$ cat src/sv/vgsc_pkg.sv
// shared types and constants of the voxel grid shape carver
package vgsc_pkg;

  typedef enum logic [3:0] {
    K_PUT_PT  = 4'd0,
    K_CUT_PT  = 4'd1,
    K_PUT_BOX = 4'd2,
    K_CUT_BOX = 4'd3,
    K_PUT_SPH = 4'd4,
    K_CUT_SPH = 4'd5,
    K_PUT_ELL = 4'd6,
    K_CUT_ELL = 4'd7,
    K_READ    = 4'd8
  } kind_t;

  localparam logic [1:0] REG_RED   = 2'd0;
  localparam logic [1:0] REG_GREEN = 2'd1;
  localparam logic [1:0] REG_BLUE  = 2'd2;
  localparam logic [1:0] REG_ALPHA = 2'd3;
  localparam int unsigned NUM_REGS = 4;

  // controller to datapath
  typedef struct packed {
    logic load;      // capture the transaction
    logic clr_step;  // clearing pass write
    logic wt_step;   // ellipsoid weight multiply step
    logic sweep;     // advance sweep and test one voxel
    logic rd;        // issue read of the point
    logic emit;      // present result
  } dp_cmd_t;

  // datapath to controller
  typedef struct packed {
    logic clr_done;
    logic wt_done;
    logic sweep_done;
    logic pipe_empty;
  } dp_sts_t;

endpackage

$ cat src/sv/vgsc_ctrl.sv
// controller state machine of the voxel grid shape carver
module vgsc_ctrl (
  input  logic               clk,
  input  logic               rst_n,
  input  logic               start,
  input  logic [3:0]         kind,
  input  vgsc_pkg::dp_sts_t  sts,
  output vgsc_pkg::dp_cmd_t  cmd,
  output logic               busy
);

  typedef enum logic [2:0] {
    S_CLEAR, S_IDLE, S_WEIGHT, S_SWEEP, S_DRAIN, S_READ, S_EMIT
  } state_t;

  state_t state_r, state_nxt;
  logic   busy_r, busy_nxt;

  always_comb begin
    state_nxt = state_r;
    busy_nxt  = busy_r;
    cmd       = '0;
    case (state_r)
      S_CLEAR: begin
        cmd.clr_step = 1'b1;
        if (sts.clr_done) begin
          state_nxt = S_IDLE;
          busy_nxt  = 1'b0;
        end
      end
      S_IDLE: begin
        if (start) begin
          cmd.load = 1'b1;
          busy_nxt = 1'b1;
          case (kind) inside
            [vgsc_pkg::K_PUT_BOX:vgsc_pkg::K_CUT_SPH]: state_nxt = S_SWEEP;
            [vgsc_pkg::K_PUT_ELL:vgsc_pkg::K_CUT_ELL]: state_nxt = S_WEIGHT;
            vgsc_pkg::K_READ:                          state_nxt = S_READ;
            default:                                   state_nxt = S_DRAIN;
          endcase
        end
      end
      S_WEIGHT: begin
        cmd.wt_step = 1'b1;
        if (sts.wt_done) state_nxt = S_SWEEP;
      end
      S_SWEEP: begin
        cmd.sweep = 1'b1;
        if (sts.sweep_done) state_nxt = S_DRAIN;
      end
      S_DRAIN: begin
        if (sts.pipe_empty) state_nxt = S_EMIT;
      end
      S_READ: begin
        cmd.rd    = 1'b1;
        state_nxt = S_DRAIN;
      end
      S_EMIT: begin
        cmd.emit  = 1'b1;
        state_nxt = S_IDLE;
        busy_nxt  = 1'b0;
      end
      default: begin
        state_nxt = S_IDLE;
        busy_nxt  = 1'b0;
      end
    endcase
  end

  always_ff @(posedge clk) begin
    if (!rst_n) begin
      state_r <= S_CLEAR;
      busy_r  <= 1'b1;
    end else begin
      state_r <= state_nxt;
      busy_r  <= busy_nxt;
    end
  end

  assign busy = busy_r;

endmodule

$ cat config.mk
export PLATFORM = sky130hd
export DESIGN_NAME = vgsc_ctrl
export DESIGN_NICKNAME = d
export VERILOG_FILES = /design/src/sv/vgsc_pkg.sv /design/src/sv/vgsc_ctrl.sv
export SDC_FILE = /design/constraint.sdc
export NUM_CORES = 1
export LEC_CHECK = 0
export BUFFER_PORTS_ARGS = -buffer_cell sky130_fd_sc_hd__buf_2
export CORE_AREA = 3 3 40 42
export CTS_CLUSTER_DIAMETER = 30
export DETAILED_ROUTE_END_ITERATION = 16
export DIE_AREA = 0 0 43 45
export GPL_TIMING_DRIVEN = 0
export PLACE_DENSITY = 0.58
export SLEW_MARGIN = 20
export SYNTH_ARGS = -nofsm -noshare
export SYNTH_HDL_FRONTEND = slang
export SYNTH_SLANG_ARGS = --single-unit
$ cat constraint.sdc
create_clock -name clk -period 1.6 [get_ports clk]
set_clock_uncertainty 0.1 [all_clocks]
set_input_delay 0.16 -clock clk [delete_from_list [all_inputs] [get_ports clk]]
set_output_delay 0.16 -clock clk [all_outputs]
set_load 0.005 [all_outputs]
# After elaboration in Yosys (flattened, before gate mapping)

Index checks and enable logic that the tools add are counted.

Reductions and logical operators: 6
Equal/unequal tests: 12
Mux-type cells: 19
Bitwise gates (word level): 1
$lt $le $gt $ge: 4

Operator list:

| operator           | count |
|---|---|
| $mux 3             | 7 |
| $pmux 3 s6         | 1 |
| $mux 1             | 10 |
| $ne 2x2->1 const B | 5 |
| $eq 3x3->1 const B | 3 |
| $le 4x3->1 const B | 2 |
| $eq 3x2->1 const B | 2 |
| $reduce_and 5->1   | 1 |
| $eq 4x4->1 const B | 1 |
| $ge 4x2->1 const B | 1 |
| $ge 4x3->1 const B | 1 |
| $reduce_or 4->1    | 1 |
| $eq 3x1->1 const B | 1 |
| $logic_not 3->1    | 1 |
| $pmux 1 s3         | 1 |
| $reduce_and 3->1   | 1 |
| $logic_and 1x1->1  | 2 |
| $not 1->1          | 1 |

Bits of input ports: 11
Output and inout port bits: 7
Bits in registers: 4
Logic and storage cells: 44

# Depth between registers and ports, before layout

Gate-level depths: netlist of run 1.

Word-level depth: 6
Mapped depth: 5
Depth with buffers taken out: 4

# Least setup slack after synthesis of run 1

OpenSTA, ideal clock, no wires.

Kind: register to register
From: reg state_r[0]
To: reg state_r[0]
Clock period less this slack: 1503 ps
Setup time: 119 ps
Data arrival time: 1284 ps
Buffers on the path: 1
Required time: 1381 ps
Cell stages (with the launch flop): 6
Path slack: 97 ps
Path through: dfxtp_1 -> buf_4 -> mux2_1 -> o22ai_1 -> or3b_1 -> o221a_1

Word-level cells in the longest chain between the ends: 3
Elaborated cells on any way between the ends: 13
Classes of those cells: eq/ne (10); mux (1); reduce/logical (2)

Ends and longest elaborated chain:

| item                               | RTL line        | source |
|---|---|---|
| from (decl)                        | vgsc_ctrl.sv:16 | `state_t state_r, state_nxt;` |
| from (signal assigned)             | vgsc_ctrl.sv:75 | `state_r <= state_nxt;` |
| $eq 3x2->1 (tied with other cells) | vgsc_ctrl.sv:23 | `case (state_r)` |
| $ne 2x2->1 (no line)               | --              |  |
| $reduce_and 5->1 (no line)         | --              |  |

Several ways; a longest one is shown, not always the timed one.
A chain may end at the register's enable or synchronous reset.

# Final worst setup path of run 1

From: reg state_r[1]
To: reg state_r[0]

Same word-level chain as after synthesis.

==> out/results.ini, run 1 <==
[grt]
grt_pass1_vias=314
grt_overflow=0
grt_max_degree=11
grt_usage=0.0916
grt_pass1_wl_mm=1.29
antenna_found_initial=0

[critical_path]
crit_path_end_kind=register
cp.arrival_ps=1590
start_kind=register
crit_type=register to register
cp_max_fo=10
cp.required_ps=1630

[flow_run]
drv_cap=0

[yosys]
synth_seq_area_share=0.229
ys_ff_latch=4
syn_inst=50
synth_ff_type=dfxtp_1
synth_area_um2=349
synth_edf_count=0
synth_nets=61
ys_types=29
yosys_warnings=0
async_flop_share=0
avgSynthCellArea_um2=6.98

[run_status]
status=completed

[final_layout]
syn2layout_area_growth_pct=41.9
n_fill_cell=153
fin_area_um2=495
final_core_util=0.386
instances_no_fill=85
nets=83
diodes=0
drive_gt1_frac=0.429

[route]
firstDrtPassIters=4
drtAntennaViolNets=0
drt-wirelength-per-cell_um=11.6
avgViaCountPerCell=4.88
drcViolationCount=0
vias=415
totalWireLength_um=990
drt-initial-drc-count=2

[die]
core_area_um2=1280
die_x_um=43
start_util=0.272
die_y_um=45
ios=18
placementRows=13
dieArea_um2=1940

[cts]
cts_max_path_buffers=2
cts_root_buffer=clkbuf_4
clkTransAtPathRegs_ps=40
clock-sinks=4
post_cts_buffers=0
numCtsBuffers=3
insertion_delay_ps=240
htree_levels=1
hold_buffers=0
cts_tree=done

[sta]
slew_headroom=0.858
tightest_slew_ps=211
rsz0062_at_grt=yes
final-setup-viol-count=0
fin_crit_sh=0.978
finalHoldViolations=0
fmax_ghz=0.639
worst_slack_ps=35.1
drv_slew=0
post-route-min-period_ps=1560

[place]
port_buffers=17
placed_area_um2=453
gp_congestion=0.727
dp_hpwl_um=707
dpl.cell_count=82
dp_slack_ps=29.2

[power_and_ir_drop]
total_leakage_power_uw=0.000250
ir_drop_uv=640
power_density_nw_per_um2=1540

[hold_path]
hp-class=primary input to register

==> sequential cells by signal, summed over array words and instances (netlist names) <==
register  flops
busy          1
state_r       3
==> power by group <==
group          switching, µW  internal [µW]  leakage (µW)
clock                   42.9           84.0     0.0000138
combinational            251            230      0.000203
sequential              15.8            138     0.0000330
total                    310            452      0.000250
==> metal layers <==
layer	wire, µm	up-vias	GRT usage
li1	-	220	-
met4	0	0	0
met1	396	182	0.106
met3	100	0	0.0837
met2	492	13	0.135
met5	0	-	0
==> worst max-delay path, stage by stage (launching register included) <==
cell and delay (ps):
dfxtp_1 300, clkbuf_4 180, a211o_1 160, o22ai_2 110, or3b_1 350, o221a_1 240
==> timing repair <==
item,in CTS,in global routing
setup endpoints to repair,2,2
resized for setup,3,4
pin swaps,0,1
==> logic make-up (layout without fill, tap and decap cells) <==
kind of cell,Yosys count,after routing,share of synthesized area
AND/OR/NAND/NOR,25,25,0.376
AO/OA/AOI/OAI,14,14,0.283
buffers and inverters,6,26,0.0789
flip-flops,4,4,0.229
multiplexers,1,1,0.0323
==> metrics by stage <==
| stage | total power [µW] | hold slack [ps] | TNS (ps) |
|---|---|---|---|
| after floorplan | 468 | 146 | 0 |
| after global placement | 584 | 295 | 0 |
| after detailed placement | 588 | 293 | 0 |
| after CTS | 724 | 50.9 | 0 |
| after global routing | 820 | 63.6 | -49.5 |
| final | 762 | 52.5 | 0 |
==> Yosys cell counts, types with 2 or more instances <==
cell type  n  area share
a21oi_1    4       0.057
nand2_1    2       0.022
nor2b_1    3       0.054
inv_1      2       0.022
and2_1     2       0.036
nor2_1     9       0.097
o21ai_0    2       0.029
clkbuf_1   2       0.022
dfxtp_1    4        0.23
==> placed cells by master, fill, tap and decap left out, drive strengths merged, types with 2 or more instances in the layout <==
master	netlist	layout
nand2	2	2
buf	2	18
dfxtp	4	4
nor2b	3	3
nor2	9	9
o221a	2	2
clkbuf	2	6
inv	2	2
a21oi	4	4
and2	2	2
o21ai	2	2
==> final timing paths <==
| kind | start | end | slack [ps] | cells after the start |
|---|---|---|---|---|
| hold / removal | rst_n | busy | 50 | 2 |
| hold reg to reg | busy | busy | 390 | 2 |
| setup / recovery | state_r[1] | state_r[0] | 40 | 5 |
| setup reg to reg | state_r[1] | state_r[0] | 40 | 5 |
==> area by class of cell <==
cell class / instances / area, µm² / area share
plain buffers: 4 / 25.0 / 0.0505
well taps: 15 / 18.8 / 0.0379
clock buffers: 3 / 22.5 / 0.0455
repair buffers: 17 / 85.1 / 0.172
multi-input cells: 40 / 256 / 0.518
flip-flops and latches: 4 / 80.1 / 0.162
inverters: 2 / 7.51 / 0.0152
Note: power is estimated with default switching activity, not from simulation.
==> run 2, diff against run 1 <==
Settings changed: MAX_ROUTING_LAYER from default to met4.
==> out/results.ini, run 2 (synthesis gave the netlist of run 1 again) <==
[run_status]
status=completed

[critical_path]
crit_family=compound AO/OA/AOI/OAI gates
cp_cell_sequence=clkbuf_4, a211o_1, o22ai_2, or3b_1, o221a_1
crit_type=register to register
r2r_slack_ps=30  ; about the same
cp_max_fo=10  ; unchanged
cp.arrival_ps=1590  ; about the same
slowest_stage=or3b_1
crit_buf_inv=1  ; unchanged
cp.required_ps=1630  ; about the same
crit_path_max_incr_delay_ps=350  ; about the same
start_kind=register
crit_path_end_kind=register

[place]
dp_hpwl_um=707  ; unchanged
dp_slack_ps=29.2  ; unchanged
gp_congestion=0.736  ; +1.2%
port_buffers=17  ; unchanged
placed_area_um2=453  ; unchanged

[final_layout]
diodes=0  ; unchanged
syn2layout_area_growth_pct=41.9  ; unchanged
mostFrequentLayoutCell=buf_2
nets=83  ; unchanged
drive_gt1_frac=0.429  ; unchanged
final_core_util=0.386  ; unchanged
top_register=state_r
n_fill_cell=153  ; unchanged
largest_reg_flops=3  ; unchanged
final_cell_mix=buf_2 (17), nor2_1 (9), clkbuf_4 (4), a21oi_1 (4), dfxtp_1 (4)
fin_area_um2=495  ; unchanged

[power_and_ir_drop]
total_leakage_power_uw=0.000250  ; unchanged
power_density_nw_per_um2=1530  ; -0.37%
ir_drop_uv=641  ; +0.12%

[grt]
grt_pass1_wl_mm=1.28  ; -1.1%
grt_max_degree=11  ; unchanged
antenna_found_initial=0  ; unchanged
grt_overflow=0  ; unchanged
grt_pass1_vias=316  ; +0.64%
grt_usage=0.0935  ; +0.00189

[route]
drt-initial-drc-count=5  ; +3
avgViaCountPerCell=4.91  ; +0.48%
drt-wirelength-per-cell_um=11.4  ; -1.8%
totalWireLength_um=972  ; -1.8%
firstDrtPassIters=4  ; unchanged
drtAntennaViolNets=0  ; unchanged
drcViolationCount=0  ; unchanged
vias=417  ; +0.48%

[cts]
insertion_delay_ps=240  ; about the same
cts_tree=done
post_cts_buffers=0  ; unchanged
clkTransAtPathRegs_ps=40  ; about the same
cts_max_path_buffers=2  ; unchanged
cts_root_buffer=clkbuf_4
clock-sinks=4  ; unchanged
numCtsBuffers=3  ; unchanged
htree_levels=1  ; unchanged

[hold_path]
hp-class=primary input to register

[sta]
tightest_slew_ps=211  ; +0.00715 ps
fin_crit_sh=0.978  ; about the same
drv_slew=0  ; unchanged
slew_headroom=0.858  ; about the same
finalHoldViolations=0  ; unchanged
final-setup-viol-count=0  ; unchanged
post-route-min-period_ps=1570  ; +0.473 ps
holdWs_ps=51.6  ; -0.898 ps
fmax_ghz=0.639  ; about the same
worst_slack_ps=34.6  ; -0.473 ps
rsz0062_at_grt=yes

[flow_run]
drv_cap=0  ; unchanged

[die]
die_y_um=45  ; unchanged
ios=18  ; unchanged
start_util=0.272  ; unchanged
dieArea_um2=1940  ; unchanged
core_area_um2=1280  ; unchanged
placementRows=13  ; unchanged
die_x_um=43  ; unchanged

## run 2: cell counts in the layout (fill, tap and decap cells not counted)
Identical to the previous run, type by type.
## run 2: power by group
part	switching (µW)	total (µW)	internal [µW]
Clock	42.6	127	84.0
Sequential	16.4	155	138
Combinational	248	477	230
Total	307	759	452
## run 2: area by class of cell
| class | count | area [µm²] | share of cell area |
|---|---|---|---|
| flip-flops and latches | 4 | 80.1 | 0.162 |
| repair buffers | 17 | 85.1 | 0.172 |
| multi-input cells | 40 | 256 | 0.518 |
| well taps | 15 | 18.8 | 0.0379 |
| clock buffers | 3 | 22.5 | 0.0455 |
| plain buffers | 4 | 25.0 | 0.0505 |
| inverters | 2 | 7.51 | 0.0152 |
## run 2: worst paths after layout
kind | from | end | cells past startpoint
worst max register to register | state_r[1] | state_r[0] | 5
worst min-delay path | rst_n | busy | 2
worst min register to register | busy | busy | 2
worst max-delay path | state_r[1] | state_r[0] | 5
## run 2: routing by layer
metal  wire [µm]  vias to the layer above  global-route usage
li1            -                      218                   -
met1         385                      186               0.104
met2         489                       13               0.135
met3          97                        0              0.0837
met4           0                        0                   0
met5           0                        -                   -
## run 2: metrics by stage
stage	instances	TNS, ps	power, µW
final	85	0	759
after global placement	82	0	584
after global routing	85	-49.4	819
after detailed placement	82	0	588
after floorplan	50	0	468
after CTS	85	0	724
## run 2: what timing repair did
action,CTS,global route
endpoints found under the setup margin,2,2
pin swaps,0,1
gates resized for setup,3,4
gates cloned,0,0
hold buffers,0,0
==> run 3, diff against run 2 <==
Clock period 1.6 ns to 2 ns, I/O delays scaled along.
==> out/results.ini, run 3 (synthesis gave the netlist of run 1 again) <==
[route]
drcViolationCount=0  ; unchanged
wl_met1_um=389  ; +1.0%
drt-initial-drc-count=6  ; +1
drt-wirelength-per-cell_um=10.3  ; -9.6%
firstDrtPassIters=4  ; unchanged
totalWireLength_um=879  ; -9.6%
vias=401  ; -3.8%
avgViaCountPerCell=4.72  ; -3.8%
wl_met2_um=400  ; -18%
wl_met3_um=89  ; -8.2%
drtAntennaViolNets=0  ; unchanged
routed.top_layer=met3

[cts]
insertion_delay_ps=240  ; about the same
cts_resized=0  ; -3
cts_tree=done
hold_buffers=0  ; unchanged
cts_root_buffer=clkbuf_4
numCtsBuffers=3  ; unchanged
post_cts_buffers=0  ; unchanged
clock-sinks=4  ; unchanged
htree_levels=1  ; unchanged
clkTransAtPathRegs_ps=40  ; about the same
cts_max_path_buffers=2  ; unchanged

[die]
dieArea_um2=1940  ; unchanged
start_util=0.272  ; unchanged
core_area_um2=1280  ; unchanged
ios=18  ; unchanged
die_y_um=45  ; unchanged
die_x_um=43  ; unchanged
placementRows=13  ; unchanged

[power_and_ir_drop]
p_switching_uw=228  ; -26%
swShare=0.401  ; -0.00324
power_density_nw_per_um2=1200  ; -22%
p_seq_frac=0.215  ; +0.011
combPwrFrac=0.606  ; -0.023
ir_drop_uv=514  ; -20%
p_clk_frac=0.178  ; +0.011
total_leakage_power_uw=0.000238  ; -5.0%
internal_power_uw=341  ; -25%

[grt]
antenna_found_initial=0  ; unchanged
grt_usage=0.0935  ; unchanged
grt_pass1_wl_mm=1.28  ; unchanged
grt_overflow=0  ; unchanged
grt_max_degree=11  ; unchanged
grt_pass1_vias=316  ; unchanged

[final_layout]
final_cell_mix=buf_2 (18), nor2_1 (9), a21oi_1 (4), dfxtp_1 (4)
diodes=0  ; unchanged
drive_gt1_frac=0.343  ; -0.0857
nets=83  ; unchanged
mostFrequentLayoutCell=buf_2
final_core_util=0.370  ; -0.0156
n_fill_cell=152  ; -0.65%
largest_reg_flops=3  ; unchanged
fin_area_um2=475  ; -4.0%
top_register=state_r
instances_no_fill=85  ; unchanged
syn2layout_area_growth_pct=36.2

[sta]
finalHoldViolations=0  ; unchanged
holdWs_ps=91.7  ; +40.1 ps
rsz0062_at_grt=no
final-setup-viol-count=0  ; unchanged
setup-tns-final_ps=0  ; unchanged
fin_crit_sh=0.896
post-route-min-period_ps=1790
fmax_ghz=0.558
tightest_slew_ps=374  ; +162 ps
slew_headroom=0.751  ; -0.107
drv_slew=0  ; unchanged

[place]
port_buffers=17  ; unchanged
placed_area_um2=453  ; unchanged
dpl.cell_count=82  ; unchanged
gp_congestion=0.736  ; unchanged
dp_hpwl_um=707  ; unchanged

[hold_path]
hp-class=primary input to register

[run_status]
status=completed

[flow_run]
drv_cap=0  ; unchanged

[critical_path]
crit_type=register to primary output
cp_max_fo=10  ; unchanged
cp.arrival_ps=1490  ; -100 ps
r2r_slack_ps=420  ; +390 ps
crit_path_end_kind=primary output
start_kind=register
cp.required_ps=1700  ; +70 ps

[run 3: final timing paths]
path	start	to	cells past startpoint
setup / recovery	state_r[2]	cmd[1]	4
hold / removal	rst_n	busy	2
setup reg to reg	state_r[1]	state_r[0]	5
hold reg to reg	busy	busy	2
[run 3: power groups by stage]
stage	Combinational [µW]	Clock [µW]	Sequential, µW
final	345	102	122
after global routing	390	106	126
after CTS	348	103	123
after detailed placement	347	0	124
after global placement	344	0	123
after floorplan	252	0	123
[run 3: area by class of cell]
type / instances / area [µm²] / area share
inverter: 2 / 7.51 / 0.0158
timing repair buffer: 17 / 85.1 / 0.179
buffer: 4 / 20.0 / 0.0421
tap: 15 / 18.8 / 0.0395
multi-input combinational: 40 / 241 / 0.508
sequential: 4 / 80.1 / 0.168
clock buffer: 3 / 22.5 / 0.0474
[run 3: worst max-delay path, stage by stage, from the launching register on]
cell,delay (ps)
dfxtp_1,340
clkbuf_1,320
nor2b_1,330
and2_1,160
buf_2,100
[run 3: per-layer routing]
layer,track usage,up-vias
met4,0,0
met3,0.0837,0
met5,-,-
met1,0.104,174
li1,-,216
met2,0.135,11
[run 3: metrics by stage]
stage	total power, µW	setup WS [ps]
floorplan	375	497
global placement	467	428
detailed placement	470	429
CTS	573	217
global route	622	127
finish	569	208
